`src/rtl/core/pgs_pkg.sv`:
```
// ----------------------------------------------------------------------------
// pgs_pkg
// Types, widths, status codes and the CORDIC arctangent table shared by the
// panel geometry stream.
// ----------------------------------------------------------------------------
package pgs_pkg;

  localparam int COORD_W   = 16;
  localparam int DIFF_W    = 17;
  localparam int INDEX_W   = 10;
  localparam int ANGLE_W   = 16;
  localparam int SPACING_W = 17;
  localparam int STATUS_W  = 2;
  localparam int CORDIC_W  = 28;
  localparam int ZACC_W    = 33;
  localparam int PRESCALE_SH = 8;

  localparam logic [STATUS_W-1:0] ST_OK       = 2'd0;
  localparam logic [STATUS_W-1:0] ST_SINGLE   = 2'd1;
  localparam logic [STATUS_W-1:0] ST_OVERFLOW = 2'd2;

  localparam logic [31:0] INV_GAIN = 32'd2608131496;

  typedef struct packed {
    logic signed [DIFF_W-1:0]  dx;
    logic signed [DIFF_W-1:0]  dy;
    logic signed [DIFF_W-1:0]  sdx;
    logic signed [DIFF_W-1:0]  sdy;
    logic signed [COORD_W-1:0] cx;
    logic signed [COORD_W-1:0] cy;
    logic                      had_prev;
    logic                      last;
  } job_t;

  typedef struct packed {
    logic                      done;
    logic signed [ANGLE_W-1:0] ang;
    logic [SPACING_W-1:0]      mag;
  } cordic_rsp_t;

  // atan(2^-i) in units of pi/2^31
  function automatic logic [29:0] atan_entry(input logic [4:0] i);
    logic [29:0] v;
    case (i)
      5'd0:  v = 30'd536870912;
      5'd1:  v = 30'd316933407;
      5'd2:  v = 30'd167458907;
      5'd3:  v = 30'd85004756;
      5'd4:  v = 30'd42667331;
      5'd5:  v = 30'd21354465;
      5'd6:  v = 30'd10679838;
      5'd7:  v = 30'd5340245;
      5'd8:  v = 30'd2670163;
      5'd9:  v = 30'd1335087;
      5'd10: v = 30'd667544;
      5'd11: v = 30'd333772;
      5'd12: v = 30'd166886;
      5'd13: v = 30'd83443;
      5'd14: v = 30'd41722;
      5'd15: v = 30'd20861;
      5'd16: v = 30'd10430;
      5'd17: v = 30'd5215;
      5'd18: v = 30'd2608;
      5'd19: v = 30'd1304;
      5'd20: v = 30'd652;
      5'd21: v = 30'd326;
      5'd22: v = 30'd163;
      5'd23: v = 30'd81;
      5'd24: v = 30'd41;
      5'd25: v = 30'd20;
      5'd26: v = 30'd10;
      5'd27: v = 30'd5;
      5'd28: v = 30'd3;
      5'd29: v = 30'd1;
      5'd30: v = 30'd1;
      default: v = 30'd0;
    endcase
    return v;
  endfunction

endpackage

```
`src/rtl/core/pgs_if.sv`:
```
// ----------------------------------------------------------------------------
// pgs_if
// Valid/ready channels for contour points and panel results.
// ----------------------------------------------------------------------------
interface pgs_point_if import pgs_pkg::*; ();
  logic                      valid;
  logic                      ready;
  logic signed [COORD_W-1:0] point_x;
  logic signed [COORD_W-1:0] point_y;
  logic                      last_point;

  modport source(output valid, point_x, point_y, last_point, input ready);
  modport sink(input valid, point_x, point_y, last_point, output ready);
endinterface

interface pgs_panel_if import pgs_pkg::*; ();
  logic                      valid;
  logic                      ready;
  logic [INDEX_W-1:0]        panel_index;
  logic signed [COORD_W-1:0] ctrl_x;
  logic signed [COORD_W-1:0] ctrl_y;
  logic signed [ANGLE_W-1:0] angle;
  logic [SPACING_W-1:0]      spacing;
  logic [STATUS_W-1:0]       status;
  logic                      last_panel;

  modport source(output valid, panel_index, ctrl_x, ctrl_y, angle, spacing, status,
                 last_panel, input ready);
  modport sink(input valid, panel_index, ctrl_x, ctrl_y, angle, spacing, status,
               last_panel, output ready);
endinterface

```
`src/rtl/core/pgs_front.sv`:
```
// ----------------------------------------------------------------------------
// pgs_front
// Accepts points, forms control points and differences, queues panel jobs.
// ----------------------------------------------------------------------------
module pgs_front import pgs_pkg::*; (
  input  logic         clk,
  input  logic         rst,
  pgs_point_if.sink    point_ch,
  output job_t         job,
  output logic         job_valid,
  input  logic         job_ready
);

  typedef enum logic [1:0] {SEEN_NONE, SEEN_ONE, SEEN_MORE} seen_t;

  seen_t                     seen;
  logic signed [COORD_W-1:0] prev_x, prev_y;
  logic signed [COORD_W-1:0] pend_cx, pend_cy;
  logic signed [DIFF_W-1:0]  sum_x, sum_y;
  logic                      accept;

  assign sum_x = DIFF_W'(point_ch.point_x) + DIFF_W'(prev_x);
  assign sum_y = DIFF_W'(point_ch.point_y) + DIFF_W'(prev_y);

  always_comb begin
    job.cx       = sum_x[DIFF_W-1:1];
    job.cy       = sum_y[DIFF_W-1:1];
    job.dx       = DIFF_W'(point_ch.point_x) - DIFF_W'(prev_x);
    job.dy       = DIFF_W'(point_ch.point_y) - DIFF_W'(prev_y);
    job.sdx      = DIFF_W'(job.cx) - DIFF_W'(pend_cx);
    job.sdy      = DIFF_W'(job.cy) - DIFF_W'(pend_cy);
    job.had_prev = (seen == SEEN_MORE);
    job.last     = point_ch.last_point;
  end

  assign point_ch.ready = (seen == SEEN_NONE) || job_ready;
  assign job_valid      = point_ch.valid && (seen != SEEN_NONE);
  assign accept         = point_ch.valid && point_ch.ready;

  always_ff @(posedge clk) begin
    if (rst) begin
      seen <= SEEN_NONE;
    end else if (accept) begin
      prev_x <= point_ch.point_x;
      prev_y <= point_ch.point_y;
      if (seen != SEEN_NONE) begin
        pend_cx <= job.cx;
        pend_cy <= job.cy;
      end
      if (point_ch.last_point) begin
        seen <= SEEN_NONE;
      end else if (seen == SEEN_NONE) begin
        seen <= SEEN_ONE;
      end else begin
        seen <= SEEN_MORE;
      end
    end
  end

endmodule

```
`src/rtl/core/pgs_queue.sv`:
```
// ----------------------------------------------------------------------------
// pgs_queue
// Two-entry job FIFO between the front and the back.
// ----------------------------------------------------------------------------
module pgs_queue import pgs_pkg::*; (
  input  logic clk,
  input  logic rst,
  input  job_t wr_data,
  input  logic wr_valid,
  output logic wr_ready,
  output job_t rd_data,
  output logic rd_valid,
  input  logic rd_ready
);

  localparam int DEPTH = 2;

  job_t       mem [DEPTH];
  logic       wp, rp;
  logic [1:0] count;
  logic       push, pop;

  assign wr_ready = (count != 2'(DEPTH));
  assign rd_valid = (count != 2'd0);
  assign rd_data  = mem[rp];
  assign push     = wr_valid && wr_ready;
  assign pop      = rd_valid && rd_ready;

  always_ff @(posedge clk) begin
    if (push) begin
      mem[wp] <= wr_data;
    end
    if (rst) begin
      wp    <= 1'b0;
      rp    <= 1'b0;
      count <= 2'd0;
    end else begin
      if (push) wp <= ~wp;
      if (pop)  rp <= ~rp;
      count <= count + 2'(push) - 2'(pop);
    end
  end

endmodule

```
`src/rtl/core/pgs_cordic.sv`:
```
// ----------------------------------------------------------------------------
// pgs_cordic
// Iterative CORDIC vectoring: one micro-rotation per cycle, then gain
// correction: multiply, then sum and round. Gives angle and rounded magnitude.
// ----------------------------------------------------------------------------
module pgs_cordic import pgs_pkg::*; #(
  parameter int CORDIC_STEPS = 16
) (
  input  logic                     clk,
  input  logic                     rst,
  input  logic                     start,
  input  logic signed [DIFF_W-1:0] dx,
  input  logic signed [DIFF_W-1:0] dy,
  output cordic_rsp_t              rsp
);

  localparam int SW = $clog2(CORDIC_STEPS);

  typedef enum logic [1:0] {C_IDLE, C_ITER, C_MUL, C_MAG} cstate_t;

  cstate_t                    state;
  logic [SW-1:0]              step;
  logic signed [CORDIC_W-1:0] x, y, xs, ys, px, py;
  logic signed [ZACC_W-1:0]   z, z_step, zr;
  logic                       zero;
  logic [CORDIC_W-2:0]        m;
  logic [42:0]                prod_q;
  logic [47:0]                prod_r;
  logic [44:0]                p, pr;
  logic [20:0]                mag_full;

  assign px     = CORDIC_W'(dx) <<< PRESCALE_SH;
  assign py     = CORDIC_W'(dy) <<< PRESCALE_SH;
  assign xs     = x >>> step;
  assign ys     = y >>> step;
  assign z_step = ZACC_W'(atan_entry(5'(step)));
  assign m      = (x > 0) ? x[CORDIC_W-2:0] : '0;
  assign p      = 45'(prod_q) + 45'(prod_r[47:16]);
  assign pr     = p + 45'(1 << 23);
  assign mag_full = pr[44:24];
  assign zr     = z + ZACC_W'(32768);

  always_ff @(posedge clk) begin
    if (rst) begin
      state    <= C_IDLE;
      rsp.done <= 1'b0;
    end else begin
      rsp.done <= (state == C_MAG);
      case (state)
        C_IDLE: begin
          if (start) begin
            zero <= (dx == '0) && (dy == '0);
            step <= '0;
            if (px < 0) begin
              if (py >= 0) begin
                x <= py;
                y <= -px;
                z <= ZACC_W'(1 << 30);
              end else begin
                x <= -py;
                y <= px;
                z <= -ZACC_W'(1 << 30);
              end
            end else begin
              x <= px;
              y <= py;
              z <= '0;
            end
            state <= C_ITER;
          end
        end
        C_ITER: begin
          if (y >= 0) begin
            x <= x + ys;
            y <= y - xs;
            z <= z + z_step;
          end else begin
            x <= x - ys;
            y <= y + xs;
            z <= z - z_step;
          end
          if (step == SW'(CORDIC_STEPS - 1)) begin
            state <= C_MUL;
          end else begin
            step <= step + 1'b1;
          end
        end
        C_MUL: begin
          prod_q <= 43'(m[CORDIC_W-2:16]) * 43'(INV_GAIN);
          prod_r <= 48'(m[15:0]) * 48'(INV_GAIN);
          state  <= C_MAG;
        end
        C_MAG: begin
          if (zero) begin
            rsp.ang <= '0;
            rsp.mag <= '0;
          end else begin
            rsp.ang <= zr[31:16];
            rsp.mag <= (|mag_full[20:17]) ? '1 : mag_full[16:0];
          end
          state <= C_IDLE;
        end
        default: state <= C_IDLE;
      endcase
    end
  end

endmodule

```
`src/rtl/core/pgs_back.sv`:
```
// ----------------------------------------------------------------------------
// pgs_back
// Runs angle and (given a previous panel) spacing vectorings per job, holds
// the pending panel and issues results through the output register.
// ----------------------------------------------------------------------------
module pgs_back import pgs_pkg::*; #(
  parameter int MAX_PANELS = 1024
) (
  input  logic                     clk,
  input  logic                     rst,
  input  job_t                     job_in,
  input  logic                     job_valid,
  output logic                     job_ready,
  output logic                     cordic_start,
  output logic signed [DIFF_W-1:0] cordic_dx,
  output logic signed [DIFF_W-1:0] cordic_dy,
  input  cordic_rsp_t              rsp,
  pgs_panel_if.source              panel_ch
);

  localparam int IW  = $clog2(MAX_PANELS);
  localparam int CNW = $clog2(MAX_PANELS + 1);

  typedef enum logic [2:0] {B_IDLE, B_ANG, B_SP, B_HELD, B_UPD, B_FINAL} bstate_t;

  bstate_t                   state;
  job_t                      job;
  logic signed [ANGLE_W-1:0] ang_new, pend_ang;
  logic [SPACING_W-1:0]      sp, last_sp;
  logic signed [COORD_W-1:0] pend_cx, pend_cy;
  logic [IW-1:0]             pend_idx, idx_now;
  logic                      pend_ovf, ovf_now;
  logic [CNW-1:0]            cnt;
  logic                      out_free;
  logic                      issue;
  logic                      cordic_start_next;

  assign job_ready = (state == B_IDLE);
  assign out_free  = !panel_ch.valid || panel_ch.ready;
  assign ovf_now   = (cnt >= CNW'(MAX_PANELS));
  assign idx_now   = ovf_now ? IW'(MAX_PANELS - 1) : cnt[IW-1:0];
  assign issue     = ((state == B_HELD) || (state == B_FINAL)) && out_free;
  assign cordic_start_next = ((state == B_IDLE) && job_valid) ||
                             ((state == B_ANG) && rsp.done && job.had_prev);

  always_ff @(posedge clk) begin
    if (rst) begin
      state          <= B_IDLE;
      cnt            <= '0;
      cordic_start   <= 1'b0;
      panel_ch.valid <= 1'b0;
    end else begin
      cordic_start <= cordic_start_next;
      if (issue) begin
        panel_ch.valid <= 1'b1;
      end else if (panel_ch.valid && panel_ch.ready) begin
        panel_ch.valid <= 1'b0;
      end
      case (state)
        B_IDLE: begin
          if (job_valid) begin
            job       <= job_in;
            cordic_dx <= job_in.dx;
            cordic_dy <= job_in.dy;
            state     <= B_ANG;
          end
        end
        B_ANG: begin
          if (rsp.done) begin
            ang_new <= rsp.ang;
            if (job.had_prev) begin
              cordic_dx <= job.sdx;
              cordic_dy <= job.sdy;
              state     <= B_SP;
            end else begin
              state <= B_UPD;
            end
          end
        end
        B_SP: begin
          if (rsp.done) begin
            sp    <= rsp.mag;
            state <= B_HELD;
          end
        end
        B_HELD: begin
          if (out_free) begin
            panel_ch.panel_index <= INDEX_W'(pend_idx);
            panel_ch.ctrl_x      <= pend_cx;
            panel_ch.ctrl_y      <= pend_cy;
            panel_ch.angle       <= pend_ang;
            panel_ch.spacing     <= sp;
            panel_ch.status      <= pend_ovf ? ST_OVERFLOW : ST_OK;
            panel_ch.last_panel  <= 1'b0;
            last_sp  <= sp;
            pend_cx  <= job.cx;
            pend_cy  <= job.cy;
            pend_ang <= ang_new;
            pend_idx <= idx_now;
            pend_ovf <= ovf_now;
            if (!ovf_now) cnt <= cnt + 1'b1;
            state <= job.last ? B_FINAL : B_IDLE;
          end
        end
        B_UPD: begin
          pend_cx  <= job.cx;
          pend_cy  <= job.cy;
          pend_ang <= ang_new;
          pend_idx <= idx_now;
          pend_ovf <= ovf_now;
          if (!ovf_now) cnt <= cnt + 1'b1;
          state <= job.last ? B_FINAL : B_IDLE;
        end
        B_FINAL: begin
          if (out_free) begin
            panel_ch.panel_index <= INDEX_W'(pend_idx);
            panel_ch.ctrl_x      <= pend_cx;
            panel_ch.ctrl_y      <= pend_cy;
            panel_ch.angle       <= pend_ang;
            panel_ch.spacing     <= job.had_prev ? last_sp : '0;
            panel_ch.status      <= !job.had_prev ? ST_SINGLE :
                                    (pend_ovf ? ST_OVERFLOW : ST_OK);
            panel_ch.last_panel  <= 1'b1;
            cnt   <= '0;
            state <= B_IDLE;
          end
        end
        default: state <= B_IDLE;
      endcase
    end
  end

endmodule

```
`src/rtl/core/panel_geometry_stream.sv`:
```
// ----------------------------------------------------------------------------
// panel_geometry_stream
// Contour points in, panel control point, angle and spacing out.
// ----------------------------------------------------------------------------
// Each accepted point after the first of a contour forms one panel job. A
// single shared CORDIC unit runs one vectoring for the panel angle and, from
// the third point of a contour on, one for the spacing: each is a load,
// CORDIC_STEPS iterations and two gain-correction stages, then a handoff,
// and the result register then issues the panel once the receiver is free.
// The first point of a contour is taken without waiting for the back, and
// a two-entry job queue lets the front take points while the back is busy.
// Results lag one panel; the contour's end point releases the held panel
// and the final one.
module panel_geometry_stream import pgs_pkg::*; #(
  parameter int MAX_PANELS   = 1024,
  parameter int CORDIC_STEPS = 16
) (
  input  logic        clk,
  input  logic        rst,
  pgs_point_if.sink   point_ch,
  pgs_panel_if.source panel_ch
);

  job_t                     f_job, q_job;
  logic                     f_valid, f_ready, q_valid, q_ready;
  logic                     c_start;
  logic signed [DIFF_W-1:0] c_dx, c_dy;
  cordic_rsp_t              c_rsp;

  pgs_front u_front (
    .clk       (clk),
    .rst       (rst),
    .point_ch  (point_ch),
    .job       (f_job),
    .job_valid (f_valid),
    .job_ready (f_ready)
  );

  pgs_queue u_queue (
    .clk      (clk),
    .rst      (rst),
    .wr_data  (f_job),
    .wr_valid (f_valid),
    .wr_ready (f_ready),
    .rd_data  (q_job),
    .rd_valid (q_valid),
    .rd_ready (q_ready)
  );

  pgs_cordic #(.CORDIC_STEPS(CORDIC_STEPS)) u_cordic (
    .clk   (clk),
    .rst   (rst),
    .start (c_start),
    .dx    (c_dx),
    .dy    (c_dy),
    .rsp   (c_rsp)
  );

  pgs_back #(.MAX_PANELS(MAX_PANELS)) u_back (
    .clk          (clk),
    .rst          (rst),
    .job_in       (q_job),
    .job_valid    (q_valid),
    .job_ready    (q_ready),
    .cordic_start (c_start),
    .cordic_dx    (c_dx),
    .cordic_dy    (c_dy),
    .rsp          (c_rsp),
    .panel_ch     (panel_ch)
  );

  a_single_final: assert property (@(posedge clk) disable iff (rst)
    (panel_ch.valid && panel_ch.status == ST_SINGLE) |->
      (panel_ch.last_panel && panel_ch.spacing == '0 && panel_ch.panel_index == '0))
    else $error("single-panel transaction malformed");

  a_ovf_index: assert property (@(posedge clk) disable iff (rst)
    (panel_ch.valid && panel_ch.status == ST_OVERFLOW) |->
      (panel_ch.panel_index == INDEX_W'(MAX_PANELS - 1)))
    else $error("overflow transaction without saturated index");

  a_cordic_busy: assert property (@(posedge clk) disable iff (rst)
    c_start |=> !c_start)
    else $error("CORDIC restarted while busy");

endmodule

```
`src/flat_wrapper.sv`:
```
// flat-port wrapper written by rule: the top's interface ports become plain ports
module panel_geometry_stream_flat import pgs_pkg::*;
#(
  parameter int MAX_PANELS   = 1024,
  parameter int CORDIC_STEPS = 16
)
  (clk, rst, point_ch_valid, point_ch_point_x, point_ch_point_y, point_ch_last_point, point_ch_ready, panel_ch_valid, panel_ch_panel_index, panel_ch_ctrl_x, panel_ch_ctrl_y, panel_ch_angle, panel_ch_spacing, panel_ch_status, panel_ch_last_panel, panel_ch_ready);
  pgs_point_if point_ch_i ();
  pgs_panel_if panel_ch_i ();
  input  logic clk;
  input  logic rst;
  input wire logic [$bits(point_ch_i.valid)-1:0] point_ch_valid;
  input wire logic [$bits(point_ch_i.point_x)-1:0] point_ch_point_x;
  input wire logic [$bits(point_ch_i.point_y)-1:0] point_ch_point_y;
  input wire logic [$bits(point_ch_i.last_point)-1:0] point_ch_last_point;
  output wire logic [$bits(point_ch_i.ready)-1:0] point_ch_ready;
  output wire logic [$bits(panel_ch_i.valid)-1:0] panel_ch_valid;
  output wire logic [$bits(panel_ch_i.panel_index)-1:0] panel_ch_panel_index;
  output wire logic [$bits(panel_ch_i.ctrl_x)-1:0] panel_ch_ctrl_x;
  output wire logic [$bits(panel_ch_i.ctrl_y)-1:0] panel_ch_ctrl_y;
  output wire logic [$bits(panel_ch_i.angle)-1:0] panel_ch_angle;
  output wire logic [$bits(panel_ch_i.spacing)-1:0] panel_ch_spacing;
  output wire logic [$bits(panel_ch_i.status)-1:0] panel_ch_status;
  output wire logic [$bits(panel_ch_i.last_panel)-1:0] panel_ch_last_panel;
  input wire logic [$bits(panel_ch_i.ready)-1:0] panel_ch_ready;
  assign point_ch_i.valid = point_ch_valid;
  assign point_ch_i.point_x = point_ch_point_x;
  assign point_ch_i.point_y = point_ch_point_y;
  assign point_ch_i.last_point = point_ch_last_point;
  assign point_ch_ready = point_ch_i.ready;
  assign panel_ch_valid = panel_ch_i.valid;
  assign panel_ch_panel_index = panel_ch_i.panel_index;
  assign panel_ch_ctrl_x = panel_ch_i.ctrl_x;
  assign panel_ch_ctrl_y = panel_ch_i.ctrl_y;
  assign panel_ch_angle = panel_ch_i.angle;
  assign panel_ch_spacing = panel_ch_i.spacing;
  assign panel_ch_status = panel_ch_i.status;
  assign panel_ch_last_panel = panel_ch_i.last_panel;
  assign panel_ch_i.ready = panel_ch_ready;
  panel_geometry_stream #(.MAX_PANELS(MAX_PANELS), .CORDIC_STEPS(CORDIC_STEPS)) u_core (.clk(clk), .rst(rst), .point_ch(point_ch_i), .panel_ch(panel_ch_i));
endmodule
```
`config.mk`:
```
export PLATFORM = sky130hd
export DESIGN_NAME = panel_geometry_stream_flat
export DESIGN_NICKNAME = d
export VERILOG_FILES = /design/src/rtl/core/pgs_pkg.sv /design/src/rtl/core/pgs_if.sv /design/src/rtl/core/pgs_front.sv /design/src/rtl/core/pgs_queue.sv /design/src/rtl/core/pgs_cordic.sv /design/src/rtl/core/pgs_back.sv /design/src/rtl/core/panel_geometry_stream.sv /design/src/flat_wrapper.sv
export SDC_FILE = /design/constraint.sdc
export NUM_CORES = 2
export LEC_CHECK = 0
export BUFFER_PORTS_ARGS = -buffer_cell sky130_fd_sc_hd__buf_2
export CORE_MARGIN = 5
export CORE_UTILIZATION = 60
export CTS_CLUSTER_DIAMETER = 40
export DETAILED_ROUTE_END_ITERATION = 16
export PLACE_DENSITY = 0.77
export SLEW_MARGIN = 30
export SYNTH_ARGS = -nofsm -noshare
export SYNTH_HDL_FRONTEND = slang
export SYNTH_SLANG_ARGS = --single-unit
```
`constraint.sdc`:
```
create_clock -name clk -period 17.5 [get_ports clk]
set_input_delay 3.5 -clock clk [delete_from_list [all_inputs] [get_ports clk]]
set_output_delay 3.5 -clock clk [all_outputs]
set_load 0.02 [all_outputs]
```
==> flow_summary.json <==
{
  "status": "complete, no violations",
  "drive_above_1_share": 0.1047,
  "maxSlewHeadroom": 0.3414,
  "port_buffers": 116,
  "grtUsageTotal": 0.2557,
  "tightest_slew_ps": 960.4,
  "grt_remaining_overflow": 0,
  "p_leak_uw": 0.02599,
  "grt_pass1_vias": 37890,
  "synth_seq_area_share": 0.4196,
  "antenna_left": 0,
  "clock-sinks": 808,
  "die_w_um": 316.8,
  "clock_latency_ps": 690,
  "critical_path.most_common_cell": "inv_1",
  "netlist_area_um2": 56480,
  "synth_flop_cell": "edfxtp_1",
  "clockBufferDepth": 3,
  "fin_nets": 6061,
  "mostFrequentLayoutCells": "752 x edfxtp_1, 649 x inv_1, 532 x ha_1",
  "antenna_found_initial": 2,
  "clk_pin_slew_ps": 60,
  "max_freq_mhz": 121.0,
  "htreeDepth": 3,
  "final_common_cell": "edfxtp_1",
  "placed_cells": 6342,
  "synth.avg_cell_area_um2": 11.12,
  "yosysWarnings": 0,
  "worstPathRequired_ps": 17900,
  "via_per_inst": 5.864,
  "maxCapViolations": 0,
  "drt_iter0_drc": 3308,
  "crit_arrival_ps": 8670,
  "area_delta_synth_final_pct": 10.44,
  "slew_violations": 0,
  "wl_per_cell_um": 19.52,
  "cp_slowest_stage_delay_ps": 570,
  "die_y_um": 316.8,
  "initial_utilization": 0.6052,
  "numCtsBuffers": 110,
  "grt_max_degree": 82,
  "synth_nets": 5938,
  "criticalPathCategory": "reg -> reg",
  "rows": 112,
  "cts_tree": "yes",
  "post_cts_resized": 0,
  "core_area_um2": 93330,
  "setup_tns_ps": 0,
  "fin_cells": 6555,
  "ir_drop_mv": 0.3077,
  "synth_enable_flop_cells": 752,
  "synth_seq_cells": 808,
  "clock-root-buffer": "clkbuf_16",
  "worstSetupStartpointType": "register",
  "period_minus_slack_ps": 8265,
  "netlist_instances": 5079,
  "fin_skew_ps": 39.88,
  "drtPass1Iterations": 6,
  "yosys.area.top_type": "edfxtp_1",
  "fin_crit_sh": 0.4723,
  "power_density_nw_per_um2": 199.7,
  "path_max_fanout": 19,
  "num-fill-cells": 6847,
  "ios": 117,
  "hold_violations": 0,
  "synth_cell_types": 88,
  "hp-class": "reg -> reg",
  "hold_buffers": 0,
  "dp_hpwl_um": 95810,
  "fin_util": 0.6684,
  "grt_pass1_wl_um": 204400,
  "synth_top_area_frac": 0.3998,
  "worstSetupEndpointType": "register",
  "setup_viol": 0,
  "dieArea_um2": 100400,
  "async_flop_share": 0,
  "route.detailed.drc": 0,
  "cts_setup_buffers": 0,
  "num_vias": 38440,
  "synth_area_leaders": "edfxtp_1 40%, ha_1 12%, fa_1 10%",
  "cp_slowest_cell": "ha_1",
  "routed_wl_um": 128000,
  "place_congestion": 0.9634,
  "rsz0062_at_grt": "no"
}
per-layer routing:
metal	wire [um]	part of all wire	track usage
met5	0	0	0
met4	3796	0.030	0.07439
met3	8758	0.068	0.04575
met2	60590	0.47	0.4168
met1	54820	0.43	0.3565
registers in the layout, indices dropped and copies added, names as in the netlist, 28 cells and up, named ones only:
signal,count
u_core.u_back.job,68
u_core.u_cordic.prod_q,40
u_core.u_cordic.prod_r,29
u_core.u_cordic.rsp,34
u_core.u_cordic.x,28
u_core.u_cordic.y,28
u_core.u_cordic.z,32
u_core.u_cordic.z_step,30
u_core.u_queue.mem,204
through the flow:
stage / total power, uW / instance area (um^2) / setup slack, ps / hold slack (ps)
6_report: 12460 / 62380 / 9235 / 410.9
2_1_floorplan: 8315 / 56480 / 7298 / 400.3
3_3_place_gp: 9906 / 58400 / 9511 / 400.4
4_1_cts: 12470 / 62320 / 9315 / 411.7
3_5_place_dp: 10070 / 58450 / 9399 / 404.5
5_1_grt: 13540 / 62380 / 8831 / 411.2
path summary, 6_finish.rpt:
| kind | startpoint | to | slack (ps) | cells past startpoint |
|---|---|---|---|---|
| worst max-delay path | u_core.u_cordic.x[21] | u_core.u_cordic.prod_r[47] | 9240 | 29 |
| worst min-delay path | u_core.u_cordic.rsp[18] | u_core.u_back.ang_new[1] | 410 | 0 |
| worst max register to register | u_core.u_cordic.x[21] | u_core.u_cordic.prod_r[47] | 9240 | 29 |
| worst min register to register | u_core.u_cordic.rsp[18] | u_core.u_back.ang_new[1] | 410 | 0 |
where the power goes:
part,internal (uW),switching (uW),leakage (uW),total (uW)
combinational,3020,4300,0.0168,7320
clock,1380,909,0.00187,2280
sequential,2700,160,0.00730,2860
total,7100,5360,0.0260,12500
kinds of logic (layout without fill, tap and decap cells):
logic type,after synthesis,in the layout,share of synthesized area
muxes,220,220,0.05274
DFF,808,808,0.4196
other,0,1,0
xor gates and xnor gates,325,325,0.05039
adders and majority gates,822,822,0.2205
and+or+nand+nor,1146,1146,0.09720
buffers and inverters,797,1018,0.05398
AOI/OAI and AO/OA,961,961,0.1056
critical path: cells and delay by family, from the launching register on:
family / cells / cell delay, ps
xor+xnor: 2 / 280
simple gates: 5 / 1040
fa+ha+maj: 7 / 3390
flops: 1 / 500
compound gates: 8 / 1960
buf+inv: 7 / 790
synthesized netlist by cell type, types with 98 or more instances:
library cell and number:
fa_1 289, nor2_1 279, nand2_1 347, nor3_1 98, inv_1 650, ha_1 533
clkbuf_1 111, edfxtp_1 752, o21ai_0 281, xor2_1 108, a21oi_1 275, xnor2_1 217
layout make-up:
class                      instances  area [um^2]  share of cell area
inverter                         654         2455             0.03935
sequential                       808        23710              0.3800
antenna                            1        2.502          0.00004011
clock buffer                     129         2949             0.04727
timing repair buffer             154        944.7             0.01514
clock inverter                    81        919.6             0.01474
tap                             1254         1569             0.02515
multi-input combinational       3474        29840              0.4783
No activity file was read; power rests on OpenSTA's default activity.
